### src/owrm_pkg.sv
// Shared types, constants and CRC helper for the one-wire ROM read master.
// No dependencies; used by every module of the block.
package owrm_pkg;

  // Number of ROM bytes read after the command (last byte is the CRC).
  localparam int ROM_BYTES = 8;

  localparam logic [6:0] ROM_BITS = 7'(ROM_BYTES * 8);
  localparam logic [6:0] CRC_BITS = 7'((ROM_BYTES - 1) * 8);
  localparam int         LAST_SH  = ((ROM_BYTES - 1) * 8) % 64;
  localparam logic [6:0] CMD_LAST = 7'd7;
  localparam logic [7:0] CRC_POLY = 8'h8C;
  localparam logic [7:0] LOW_MAX  = 8'hFF;

  localparam logic [1:0] ST_OK       = 2'd0;
  localparam logic [1:0] ST_NO_PRES  = 2'd1;
  localparam logic [1:0] ST_CRC_FAIL = 2'd2;

  typedef enum logic [3:0] {
    PH_IDLE     = 4'd0,
    PH_RESET    = 4'd1,
    PH_PRESENCE = 4'd2,
    PH_PAUSE    = 4'd3,
    PH_WLOW     = 4'd4,
    PH_WHIGH    = 4'd5,
    PH_RSAMPLE  = 4'd6,
    PH_RRECOVER = 4'd7
  } phase_t;

  typedef enum logic [2:0] {
    CFG_RESET_LOW   = 3'd0,
    CFG_PRES_WINDOW = 3'd1,
    CFG_PAUSE       = 3'd2,
    CFG_SHORT_PHASE = 3'd3,
    CFG_LONG_PHASE  = 3'd4,
    CFG_SAMPLE      = 3'd5,
    CFG_RECOVERY    = 3'd6,
    CFG_THRESHOLD   = 3'd7
  } cfg_idx_t;

  typedef struct packed {
    logic [15:0] reset_low_ticks;
    logic [15:0] presence_window_ticks;
    logic [15:0] pause_ticks;
    logic [15:0] short_phase_ticks;
    logic [15:0] long_phase_ticks;
    logic [7:0]  sample_ticks;
    logic [15:0] recovery_ticks;
    logic [7:0]  low_count_threshold;
  } cfg_t;

  typedef struct packed {
    logic       start_req;
    logic [7:0] cmd;
    logic       line_in;
  } req_t;

  typedef struct packed {
    logic        drive_low;
    logic        done_res;
    logic [1:0]  status;
    logic [63:0] rom_code;
  } res_t;

  // One step of the reflected CRC-8 (x^8+x^5+x^4+1), LSB first.
  function automatic logic [7:0] crc8_step(input logic [7:0] crc, input logic b);
    logic [7:0] c;
    c = {1'b0, crc[7:1]};
    if (crc[0] ^ b) begin
      c = c ^ CRC_POLY;
    end
    return c;
  endfunction

endpackage

### src/owrm_cfg.sv
// Timing register file of the one-wire ROM read master.
// Depends on owrm_pkg for the register index codes and the cfg_t struct.
module owrm_cfg (
  input  logic                clk,
  input  logic                rst,
  input  logic                cfg_write_en,
  input  logic [2:0]          cfg_index,
  input  logic [15:0]         cfg_data,
  output owrm_pkg::cfg_t      cfg
);

  always_ff @(posedge clk) begin
    if (rst) begin
      cfg.reset_low_ticks       <= 16'd480;
      cfg.presence_window_ticks <= 16'd240;
      cfg.pause_ticks           <= 16'd240;
      cfg.short_phase_ticks     <= 16'd6;
      cfg.long_phase_ticks      <= 16'd60;
      cfg.sample_ticks          <= 8'd15;
      cfg.recovery_ticks        <= 16'd5;
      cfg.low_count_threshold   <= 8'd7;
    end else if (cfg_write_en) begin
      unique case (owrm_pkg::cfg_idx_t'(cfg_index))
        owrm_pkg::CFG_RESET_LOW:   cfg.reset_low_ticks       <= cfg_data;
        owrm_pkg::CFG_PRES_WINDOW: cfg.presence_window_ticks <= cfg_data;
        owrm_pkg::CFG_PAUSE:       cfg.pause_ticks           <= cfg_data;
        owrm_pkg::CFG_SHORT_PHASE: cfg.short_phase_ticks     <= cfg_data;
        owrm_pkg::CFG_LONG_PHASE:  cfg.long_phase_ticks      <= cfg_data;
        owrm_pkg::CFG_SAMPLE:      cfg.sample_ticks          <= cfg_data[7:0];
        owrm_pkg::CFG_RECOVERY:    cfg.recovery_ticks        <= cfg_data;
        owrm_pkg::CFG_THRESHOLD:   cfg.low_count_threshold   <= cfg_data[7:0];
        default: ;
      endcase
    end
  end

endmodule

### src/owrm_core.sv
// Bus sequencer and receive datapath: one tick of the waveform per request.
// Depends on owrm_pkg for phases, structs, constants and the CRC step.
module owrm_core (
  input  logic                clk,
  input  logic                rst,
  input  logic                step,
  input  owrm_pkg::cfg_t      cfg,
  input  owrm_pkg::req_t      req,
  output owrm_pkg::res_t      res
);

  owrm_pkg::phase_t phase, phase_next;
  logic [15:0] tick_count, tick_count_next;
  logic [6:0]  bit_index, bit_index_next;
  logic [7:0]  low_count, low_count_next;
  logic [7:0]  command_shift, command_shift_next;
  logic [63:0] rom_shift, rom_shift_next;
  logic [7:0]  crc_reg, crc_reg_next;

  logic [15:0] phase_len;
  logic [15:0] tick_inc;
  logic        over;
  logic        rd_last;
  logic [6:0]  pos;
  logic        bitval;
  logic [63:0] rom_set;
  logic [7:0]  crc_upd;

  // length of the current phase
  always_comb begin
    unique case (phase)
      owrm_pkg::PH_RESET:    phase_len = cfg.reset_low_ticks;
      owrm_pkg::PH_PRESENCE: phase_len = cfg.presence_window_ticks;
      owrm_pkg::PH_PAUSE:    phase_len = cfg.pause_ticks;
      owrm_pkg::PH_WLOW:     phase_len = command_shift[0] ? cfg.short_phase_ticks
                                                          : cfg.long_phase_ticks;
      owrm_pkg::PH_WHIGH:    phase_len = command_shift[0] ? cfg.long_phase_ticks
                                                          : cfg.short_phase_ticks;
      owrm_pkg::PH_RSAMPLE:  phase_len = {8'd0, cfg.sample_ticks};
      owrm_pkg::PH_RRECOVER: phase_len = cfg.recovery_ticks;
      default:               phase_len = 16'd1;
    endcase
  end

  assign tick_inc = tick_count + 16'd1;
  assign over     = (tick_inc >= phase_len);
  assign rd_last  = (bit_index >= owrm_pkg::ROM_BITS);

  // read bit decode and CRC
  assign pos     = bit_index - 7'd1;
  assign bitval  = !(low_count > cfg.low_count_threshold);
  assign rom_set = rom_shift | (64'(bitval) << pos[5:0]);
  assign crc_upd = owrm_pkg::crc8_step(crc_reg, bitval);

  // next phase
  always_comb begin
    phase_next = phase;
    unique case (phase)
      owrm_pkg::PH_IDLE: begin
        if (req.start_req) phase_next = owrm_pkg::PH_RESET;
      end
      owrm_pkg::PH_RESET: begin
        if (over) phase_next = owrm_pkg::PH_PRESENCE;
      end
      owrm_pkg::PH_PRESENCE: begin
        if (!req.line_in) begin
          phase_next = (cfg.pause_ticks == 16'd0) ? owrm_pkg::PH_WLOW
                                                  : owrm_pkg::PH_PAUSE;
        end else if (over) begin
          phase_next = owrm_pkg::PH_IDLE;
        end
      end
      owrm_pkg::PH_PAUSE: begin
        if (over) phase_next = owrm_pkg::PH_WLOW;
      end
      owrm_pkg::PH_WLOW: begin
        if (over) phase_next = owrm_pkg::PH_WHIGH;
      end
      owrm_pkg::PH_WHIGH: begin
        if (over) begin
          phase_next = (bit_index >= owrm_pkg::CMD_LAST) ? owrm_pkg::PH_RSAMPLE
                                                        : owrm_pkg::PH_WLOW;
        end
      end
      owrm_pkg::PH_RSAMPLE: begin
        if (over) phase_next = owrm_pkg::PH_RRECOVER;
      end
      owrm_pkg::PH_RRECOVER: begin
        if (over) phase_next = rd_last ? owrm_pkg::PH_IDLE : owrm_pkg::PH_RSAMPLE;
      end
      default: phase_next = owrm_pkg::PH_IDLE;
    endcase
  end

  // datapath and result
  always_comb begin
    tick_count_next    = tick_count;
    bit_index_next     = bit_index;
    low_count_next     = low_count;
    command_shift_next = command_shift;
    rom_shift_next     = rom_shift;
    crc_reg_next       = crc_reg;
    res                = '0;
    unique case (phase)
      owrm_pkg::PH_IDLE: begin
        if (req.start_req) begin
          command_shift_next = req.cmd;
          rom_shift_next     = '0;
          crc_reg_next       = '0;
          bit_index_next     = '0;
          low_count_next     = '0;
          tick_count_next    = '0;
        end
      end
      owrm_pkg::PH_RESET: begin
        res.drive_low   = 1'b1;
        tick_count_next = over ? 16'd0 : tick_inc;
      end
      owrm_pkg::PH_PRESENCE: begin
        if (!req.line_in) begin
          tick_count_next = '0;
        end else begin
          tick_count_next = over ? 16'd0 : tick_inc;
          if (over) begin
            res.done_res = 1'b1;
            res.status   = owrm_pkg::ST_NO_PRES;
          end
        end
      end
      owrm_pkg::PH_PAUSE: begin
        tick_count_next = over ? 16'd0 : tick_inc;
      end
      owrm_pkg::PH_WLOW: begin
        res.drive_low   = 1'b1;
        tick_count_next = over ? 16'd0 : tick_inc;
      end
      owrm_pkg::PH_WHIGH: begin
        tick_count_next = over ? 16'd0 : tick_inc;
        if (over) begin
          command_shift_next = {1'b0, command_shift[7:1]};
          if (bit_index >= owrm_pkg::CMD_LAST) begin
            bit_index_next = '0;
            low_count_next = '0;
          end else begin
            bit_index_next = bit_index + 7'd1;
          end
        end
      end
      owrm_pkg::PH_RSAMPLE: begin
        tick_count_next = over ? 16'd0 : tick_inc;
        if (!req.line_in && low_count != owrm_pkg::LOW_MAX) begin
          low_count_next = low_count + 8'd1;
        end
      end
      owrm_pkg::PH_RRECOVER: begin
        res.drive_low   = 1'b1;
        tick_count_next = over ? 16'd0 : tick_inc;
        if (over) begin
          // slot 0 is the dummy slot: nothing recorded
          if (bit_index != 7'd0) begin
            rom_shift_next = rom_set;
            if (pos < owrm_pkg::CRC_BITS) crc_reg_next = crc_upd;
          end
          low_count_next = '0;
          if (rd_last) begin
            bit_index_next = '0;
            res.done_res   = 1'b1;
            res.status     = (rom_set[owrm_pkg::LAST_SH +: 8] == crc_reg)
                             ? owrm_pkg::ST_OK : owrm_pkg::ST_CRC_FAIL;
            res.rom_code   = rom_set;
          end else begin
            bit_index_next = bit_index + 7'd1;
          end
        end
      end
      default: begin
        tick_count_next = '0;
      end
    endcase
  end

  always_ff @(posedge clk) begin
    if (rst) begin
      phase         <= owrm_pkg::PH_IDLE;
      tick_count    <= '0;
      bit_index     <= '0;
      low_count     <= '0;
      command_shift <= '0;
      rom_shift     <= '0;
      crc_reg       <= '0;
    end else if (step) begin
      phase         <= phase_next;
      tick_count    <= tick_count_next;
      bit_index     <= bit_index_next;
      low_count     <= low_count_next;
      command_shift <= command_shift_next;
      rom_shift     <= rom_shift_next;
      crc_reg       <= crc_reg_next;
    end
  end

  a_done_to_idle: assert property (@(posedge clk) disable iff (rst)
    step && res.done_res |=> phase == owrm_pkg::PH_IDLE)
    else $error("finished transaction did not return to idle");

  a_bit_bound: assert property (@(posedge clk) disable iff (rst)
    bit_index <= owrm_pkg::ROM_BITS)
    else $error("bit index ran past the ROM length");

  a_status_with_done: assert property (@(posedge clk) disable iff (rst)
    res.status != owrm_pkg::ST_OK || res.rom_code != 64'd0 |-> res.done_res)
    else $error("status or ROM code shown without done");

endmodule

### src/onewire_read_rom_master_top.sv
// The result for a request sits in the output register in the cycle after acceptance.
// Throughput: one request (one bus tick) per cycle while out_stall is low; the output
// register frees in the same cycle it is taken, so requests flow back to back.
// Reset (rst, synchronous, high): sequencer idle, counters and shifters cleared, timing
// registers back to their defaults, output register empty.
// Depends on owrm_pkg, owrm_cfg and owrm_core.
module onewire_read_rom_master_top (
  input  logic                clk,
  input  logic                rst,
  // request channel: one bus tick
  input  logic                in_valid,
  output logic                in_stall,
  input  owrm_pkg::req_t      in_data,
  // result channel
  output logic                out_valid,
  input  logic                out_stall,
  output owrm_pkg::res_t      out_data,
  // timing register writes
  input  logic                cfg_write_en,
  input  logic [2:0]          cfg_index,
  input  logic [15:0]         cfg_data
);

  owrm_pkg::cfg_t cfg;
  owrm_pkg::res_t res;
  logic           step;

  owrm_cfg u_cfg (
    .clk          (clk),
    .rst          (rst),
    .cfg_write_en (cfg_write_en),
    .cfg_index    (cfg_index),
    .cfg_data     (cfg_data),
    .cfg          (cfg)
  );

  // A request is taken whenever the output register is empty or being drained.
  assign in_stall = out_valid && out_stall;
  assign step     = in_valid && !in_stall;

  owrm_core u_core (
    .clk  (clk),
    .rst  (rst),
    .step (step),
    .cfg  (cfg),
    .req  (in_data),
    .res  (res)
  );

  // Output register: loads on every accepted request, holds while stalled.
  always_ff @(posedge clk) begin
    if (rst) begin
      out_valid <= 1'b0;
    end else if (step) begin
      out_valid <= 1'b1;
    end else if (!out_stall) begin
      out_valid <= 1'b0;
    end
  end

  always_ff @(posedge clk) begin
    if (step) begin
      out_data <= res;
    end
  end

endmodule
### config.mk
export PLATFORM = sky130hd
export DESIGN_NAME = onewire_read_rom_master_top
export DESIGN_NICKNAME = d
export VERILOG_FILES = /design/src/owrm_pkg.sv /design/src/owrm_cfg.sv /design/src/owrm_core.sv /design/src/onewire_read_rom_master_top.sv
export SDC_FILE = /design/constraint.sdc
export NUM_CORES = 1
export LEC_CHECK = 0
export ABC_AREA = 1
export BUFFER_PORTS_ARGS = -buffer_cell sky130_fd_sc_hd__buf_2
export CAP_MARGIN = 10
export CORE_UTILIZATION = 60
export DETAILED_ROUTE_END_ITERATION = 10
export HOLD_SLACK_MARGIN = 0.02
export PLACE_DENSITY = 0.87
export SLEW_MARGIN = 20
export SYNTH_ARGS = -nofsm -noshare
export SYNTH_HDL_FRONTEND = slang
export SYNTH_SLANG_ARGS = --single-unit
### constraint.sdc
create_clock -name clk -period 6.5 [get_ports clk]
set_input_delay 0.325 -clock clk [delete_from_list [all_inputs] [get_ports clk]]
set_output_delay 0.325 -clock clk [all_outputs]
set_load 0.02 [all_outputs]
# Word-level counts from Yosys, hierarchy flattened
# Index checks and enable logic that the tools add are counted.
# Widths: inputs -> output; s select.
[op_classes] muxes=53 n_reduce_logical=32 n_addsub=4 shifts=1 n_eq_ne=29 n_bitwise=3 magnitude_cmp=5
[ops] op="$mux 64" count=3
[ops] op="$mux 67" count=2
[ops] op="$pmux 64 s2" count=1
[ops] op="$pmux 16 s7" count=1
[ops] op="$mux 8" count=11
[ops] op="$mux 16" count=5
[ops] op="$or 64x64->64" count=1
[ops] op="$shl 1x6->64" count=1
[ops] op="$pmux 16 s3" count=1
[ops] op="$mux 4" count=9
[ops] op="$mux 7" count=5
[ops] op="$pmux 4 s8" count=1
[ops] op="$pmux 8 s2" count=2
[ops] op="$pmux 8 s4" count=1
[ops] op="$ne 2x1->1 const B" count=11
[ops] op="$pmux 7 s3" count=1
[ops] op="$reduce_and 2->1" count=9
[ops] op="$add 16x1->16 const B" count=1
[ops] op="$eq 4x3->1 const B" count=4
[ops] op="$ge 16x16->1" count=1
[ops] op="$logic_not 16->1" count=1
[ops] op="$eq 3x3->1 const B" count=4
[ops] op="$mux 3" count=4
[ops] op="$reduce_and 5->1" count=2
[ops] op="35 further kinds" count=45
[totals] output_inout_bits=70 input_bits=34 ff_bits=296 word_cells=147

# Depth between registers and ports, before layout
[logic_depth] word_depth=9 mapped_depth=25 ltp_nobuf=23

# Cells and area by module
# Synthesis repeated with hierarchy kept, for this count alone.
[unflattened] cells_unflattened=1933 area_unflattened_um2=14342.5
[by_module_without_submodules] module="owrm_core" instances=1 seq_area_each_um2=2282.2 cells_per_inst=1244 area_each_um2=7890.1
[by_module_without_submodules] module="owrm_cfg" instances=1 seq_area_each_um2=2242.2 cells_per_inst=615 area_each_um2=4361.7
[by_module_without_submodules] module="onewire_read_rom_master_top" instances=1 seq_area_each_um2=2062.0 cells_per_inst=74 area_each_um2=2090.8

# Least setup slack after synthesis
# OpenSTA, ideal clock, no wires.
[synth_timing] kind="register to register" from="register out_valid" to="register u_core.rom_shift[58]" setup_ps=128 stages_incl_launch_ff=13 slack_ps=1746 required_ps=6372 period_less_slack_ps=4754 n_path_buf=2 t_arrival_ps=4627 cell_sequence="dfxtp_1 > nand2_1 > inv_1 > nor2_1 > nand2_4 > inv_2 > nand2_4 > inv_2 > nand2_2 > buf_6 > buf_6 > a22oi_1 > nor2_1"
[synth_between] elab_chain_len=4
[synth_lines] element="start, declared" line="onewire_read_rom_master_top.sv:15" text="output logic out_valid,"
[synth_lines] element="start signal, assigned" line="onewire_read_rom_master_top.sv:53" text="out_valid <= 1'b0;"
[synth_lines] element="start signal, assigned" line="onewire_read_rom_master_top.sv:55" text="out_valid <= 1'b1;"
[synth_lines] element="start signal, assigned" line="onewire_read_rom_master_top.sv:57" text="out_valid <= 1'b0;"
[synth_lines] element="$logic_and 1x1->1" line="onewire_read_rom_master_top.sv:38" text="assign in_stall = out_valid && out_stall;"
[synth_lines] element="named net in_stall" line="onewire_read_rom_master_top.sv:12" text="output logic in_stall,"
[synth_lines] element="$logic_not 1->1" line="onewire_read_rom_master_top.sv:39" text="assign step = in_valid && !in_stall;"
[synth_lines] element="$logic_and 1x1->1" line="onewire_read_rom_master_top.sv:39"
[synth_lines] element="named net step" line="onewire_read_rom_master_top.sv:26" text="logic step;"
[synth_lines] element="$reduce_and 5->1 (no source line)"
[synth_lines] element="end signal, assigned" line="owrm_core.sv:197" text="rom_shift <= rom_shift_next;"
[synth_lines] element="end, declared" line="owrm_core.sv:17" text="logic [63:0] rom_shift, rom_shift_next;"
# The timed path passes the listed nets, and every way through them passes these cells.
# A chain may end at the register's enable or synchronous reset.

# Worst setup path in the final report
[layout_timing] from="register u_core.command_shift[0]" to="register u_core.rom_shift[32]"
[layout_between] elab_chain_len=5 elab_cells_between_ends=6 cone_classes="order compare (1); eq/ne (1); mux (3); reduce/logical (1)"
[layout_lines] element="start, declared" line="owrm_core.sv:16" text="logic [7:0] command_shift, command_shift_next;"
[layout_lines] element="start signal, assigned" line="owrm_core.sv:196" text="command_shift <= command_shift_next;"
[layout_lines] element="$mux 16, on equally long branches" line="owrm_core.sv:37, owrm_core.sv:35"
[layout_lines] element="$pmux 16 s7 (*)" line="owrm_core.sv:31" text="unique case (phase)"
[layout_lines] element="$ge 16x16->1 (*)" line="owrm_core.sv:46" text="assign over = (tick_inc >= phase_len);"
[layout_lines] element="$ne 2x1->1 (no source line) (*)"
[layout_lines] element="$reduce_and 5->1 (no source line) (*)"
# Every way passes the cells marked *; elsewhere a longest branch is shown, timed or not.

==> summary.txt <==
Placed design
  • Final GP Congestion: 0.844
  • Port bufs: 103
  • Dpl hpwl: 22500 microns
  • Pre-CTS setup slack: 1.51 ns

Detailed routing
  • DRC: 0
  • Vias: 12500
  • Wire per inst: 16.6 microns
  • Met1 WL: 14500 microns
  • DR vias/cell: 5.90
  • Iteration-0 DRC Markers: 1307
  • Post-DRT Antenna Nets: 0
  • Top layer reached by signal wires: met4
  • WL met2: 16400 microns
  • Final WL: 35000 microns
  • Met3 Routed Length: 2930 microns
  • DRT Pass-1 Iters: 6

Synthesis
  • Avg Inst Size Synth: 7.96 sq um
  • Post-Syn Nets: 1811
  • Post-synth EDFFs: 68
  • Most frequent cell after synthesis: nor2_1
  • Most frequent cells after synthesis: nor2_1, nand2_1, dfxtp_1
  • Synth async-reset ratio: 0%
  • Flops & latches, synth: 295
  • Largest cells by area after synthesis: dfxtp_1, edfxtp_1, nor2_1
  • Post-synthesis cell type count: 60
  • Synth area leader: dfxtp_1
  • Top FF cell, synth: dfxtp_1
  • Mapped cell area: 0.0139 sq mm
  • Synth warn: 0
  • Synth top area share: 32.6%
  • Post-synthesis sequential area ratio: 47.3%
  • Cells after synthesis: 1749

Power
  • P per Cell Area: 337 mW/mm^2
  • Combinational share of power: 26.8%
  • Clk pwr share: 34.2%
  • P_leak: 6.06 nW
  • Peak supply drop: 0.288 mV
  • P_sw: 1.84 mW
  • Sequential power share: 39.0%
  • Internal Power: 3.37 mW
  • Switching part of the total: 35.3%

Critical path
  • CP arrival: 5.73 ns
  • Crit path largest cell delay: 0.71 ns
  • Worst R2R End: u_core.rom_shift[32]$_SDFFE_PP0P_
  • Worst path slowest cell: a2111oi_0
  • Worst path cell trace: buf_4, clkinv_1, o21ai_0, nand3_1, a2111oi_0, ha_1, nand2_1, o21ai_0, nand2_1, o211ai_1, nand2_1, nand3_2, inv_1, nand2_1, nand2_4, inv_2, nand2_2, buf_4, a22oi_1, nor2_1
  • Reg2Reg Depth: 20
  • Crit end category: flop
  • Critical Path RT: 6.97 ns
  • Worst-path fanout max: 47
  • Cell mode on critical path: nand2_1
  • CP top delay family: buffers and inverters
  • Worst Setup Start Kind: flop
  • Reg2Reg Launch Point: u_core.command_shift[0]$_SDFFE_PP0P_
  • Setup slack, reg-to-reg: 1.24 ns
  • Worst path buffer plus inverter count: 5
  • CP Class: reg2reg

Finish
  • Layout cell share with drive strength beyond 1: 13.5%
  • # diodes: 0
  • Layout Nets: 1866
  • Layout area overhead: 11.1%
  • Largest Register: u_cfg.cfg
  • Finished Core Util: 68.1%
  • Largest regs: u_cfg.cfg: 112 flops, out_data: 68 flops, u_core.rom_shift: 64 flops
  • Largest register FFs: 112

Worst hold path
  • Worst hold path startpoint: in_data[8]
  • Min-delay worst type: in2reg
  • Hold Path Depth: 3
  • Min-Delay Endpoint: u_core.command_shift[7]$_SDFFE_PP0P_

Clock tree
  • CTS Hold Buffers Added: 0
  • Total CTS buffers: 29
  • CTS tree: done
  • Post-CTS sizing: 0
  • Clock root buffer master: clkbuf_16
  • Postcts setup bufs: 0
  • H-tree levels: 1
  • Clk slew on worst S/H paths: 0.07 ns
  • Worst-skew pair later-pin latency: 0.56 ns
  • Clock Sinks: 295
  • CTS Buffer Depth: 3

Timing
  • Clk_skew: 0.0217 ns
  • Final Setup Violations: 0
  • Total negative slack: 0 ns
  • Max-slew headroom: 30.1%
  • Min cycle time layout: 5.26 ns
  • RSZ-0062 raised after global routing: no
  • Period utilization: 81.0%
  • Setup WS post-layout: 1.24 ns
  • Final Max Tran Viols: 0
  • Max Freq: 190 MHz
  • Final hold violation count: 0
  • Slew at the pin closest to its max-slew limit: 1.04 ns

Global route
  • Largest net degree at the start of global routing: 119
  • First-pass GRT wire length: 56800 microns
  • Total gr overflow: 0
  • Total track usage: 29.1%
  • Vias in the first global route: 11500
  • Initial antenna violation count: 0

Floorplanning
  • Die Height: 154 microns
  • Initial core utilization: 61.3%
  • I/O pin total: 104
  • Die X: 154 microns
  • Core footprint: 0.0227 sq mm
  • Die area: 0.0238 sq mm
  • Row count: 55

Status
  • Status: completed

Job
  • Max Cap Viol: 0
-- routing by layer --
layer | GRT usage (%) | vias up
met5 | 0 | -
met4 | 12.1 | 0
met3 | 3.53 | 100
met2 | 47.9 | 615
met1 | 39.0 | 5802
li1 | - | 5936
-- worst max-delay path by stage --
stage | start | end | slack, ns | cells past startpoint
4_1_cts | u_core.command_shift[0]$_SDFFE_PP0P_ | u_core.rom_shift[32]$_SDFFE_PP0P_ | 1.40 | 20
2_1_floorplan | out_valid$_SDFFE_PP0P_ | u_core.rom_shift[58]$_SDFFE_PP0P_ | 1.75 | 12
3_3_place_gp | u_core.command_shift[0]$_SDFFE_PP0P_ | u_core.rom_shift[21]$_SDFFE_PP0P_ | 1.64 | 20
3_5_place_dp | u_core.command_shift[0]$_SDFFE_PP0P_ | u_core.rom_shift[38]$_SDFFE_PP0P_ | 1.51 | 20
5_1_grt | u_core.command_shift[0]$_SDFFE_PP0P_ | u_core.rom_shift[32]$_SDFFE_PP0P_ | 0.84 | 20
6_report | u_core.command_shift[0]$_SDFFE_PP0P_ | u_core.rom_shift[32]$_SDFFE_PP0P_ | 1.24 | 20
-- cells by family after synthesis --
group           count (synthesis)  synth area share (%)
buf+inv                       283                  8.56
fa+ha+maj                      28                  2.52
compound gates                423                  17.6
simple gates                  688                  21.5
flops                         295                  47.3
xor+xnor                       25                  2.03
mux                             7                 0.503
-- tightest hold or removal path, stage by stage --
cell	delay, ns
buf_2	0.10
nand2_1	0.05
a211oi_1	0.06
-- per-stage QoR --
stage	instances	hold slack (ns)	power, mW	area, sq um
3_3_place_gp	2058	0.436	3.40	14400
6_report	2110	0.0398	5.22	15500
5_1_grt	2110	0.0570	5.43	15500
3_5_place_dp	2058	0.446	3.43	14500
4_1_cts	2110	0.0269	5.19	15500
2_1_floorplan	1749	0.425	3.16	13900
-- cell type report --
class,count,area [sq um]
Multi-Input combinational cell,1171,6160
Clock buffer,37,827
Tap cell,285,357
Clock inverter,15,194
Sequential cell,295,6590
Fill cell,1756,7240
Inverter,189,717
Timing Repair Buffer,118,628
-- cells in the final DEF (no fill, tap or decap), types with 5 or more instances in the layout --
cell and n:
nor3_2 7, nand3_1 68, or2_1 9, a21oi_1 130, o211ai_1 15, a21oi_2 8
clkbuf_16 30, inv_1 170, mux2i_1 7, nor3_1 13, nand2_2 5, inv_2 14
edfxtp_1 68, nor2_4 6, ha_1 28, nor2_2 6, nor2_1 269, a31oi_1 24
o21ai_0 142, o2111ai_1 7, clkbuf_8 5, dfxtp_1 227, a2111oi_0 6, o21ai_1 23
nand2_1 263, a211oi_1 5, nand4_1 8, a221oi_1 9, clkinvlp_4 5, or2_2 15
a22oi_1 43, buf_4 15, buf_2 103, xnor2_1 5, xor2_1 16
-- power groups by stage --
stage / combinational (mW) / clock, mW / sequential (mW)
2_1_floorplan: 1.08 / 0 / 2.08
3_3_place_gp: 1.33 / 0 / 2.07
3_5_place_dp: 1.36 / 0 / 2.07
4_1_cts: 1.37 / 1.79 / 2.03
5_1_grt: 1.52 / 1.86 / 2.04
6_report: 1.40 / 1.79 / 2.03
(Power assumes the default switching activity.)
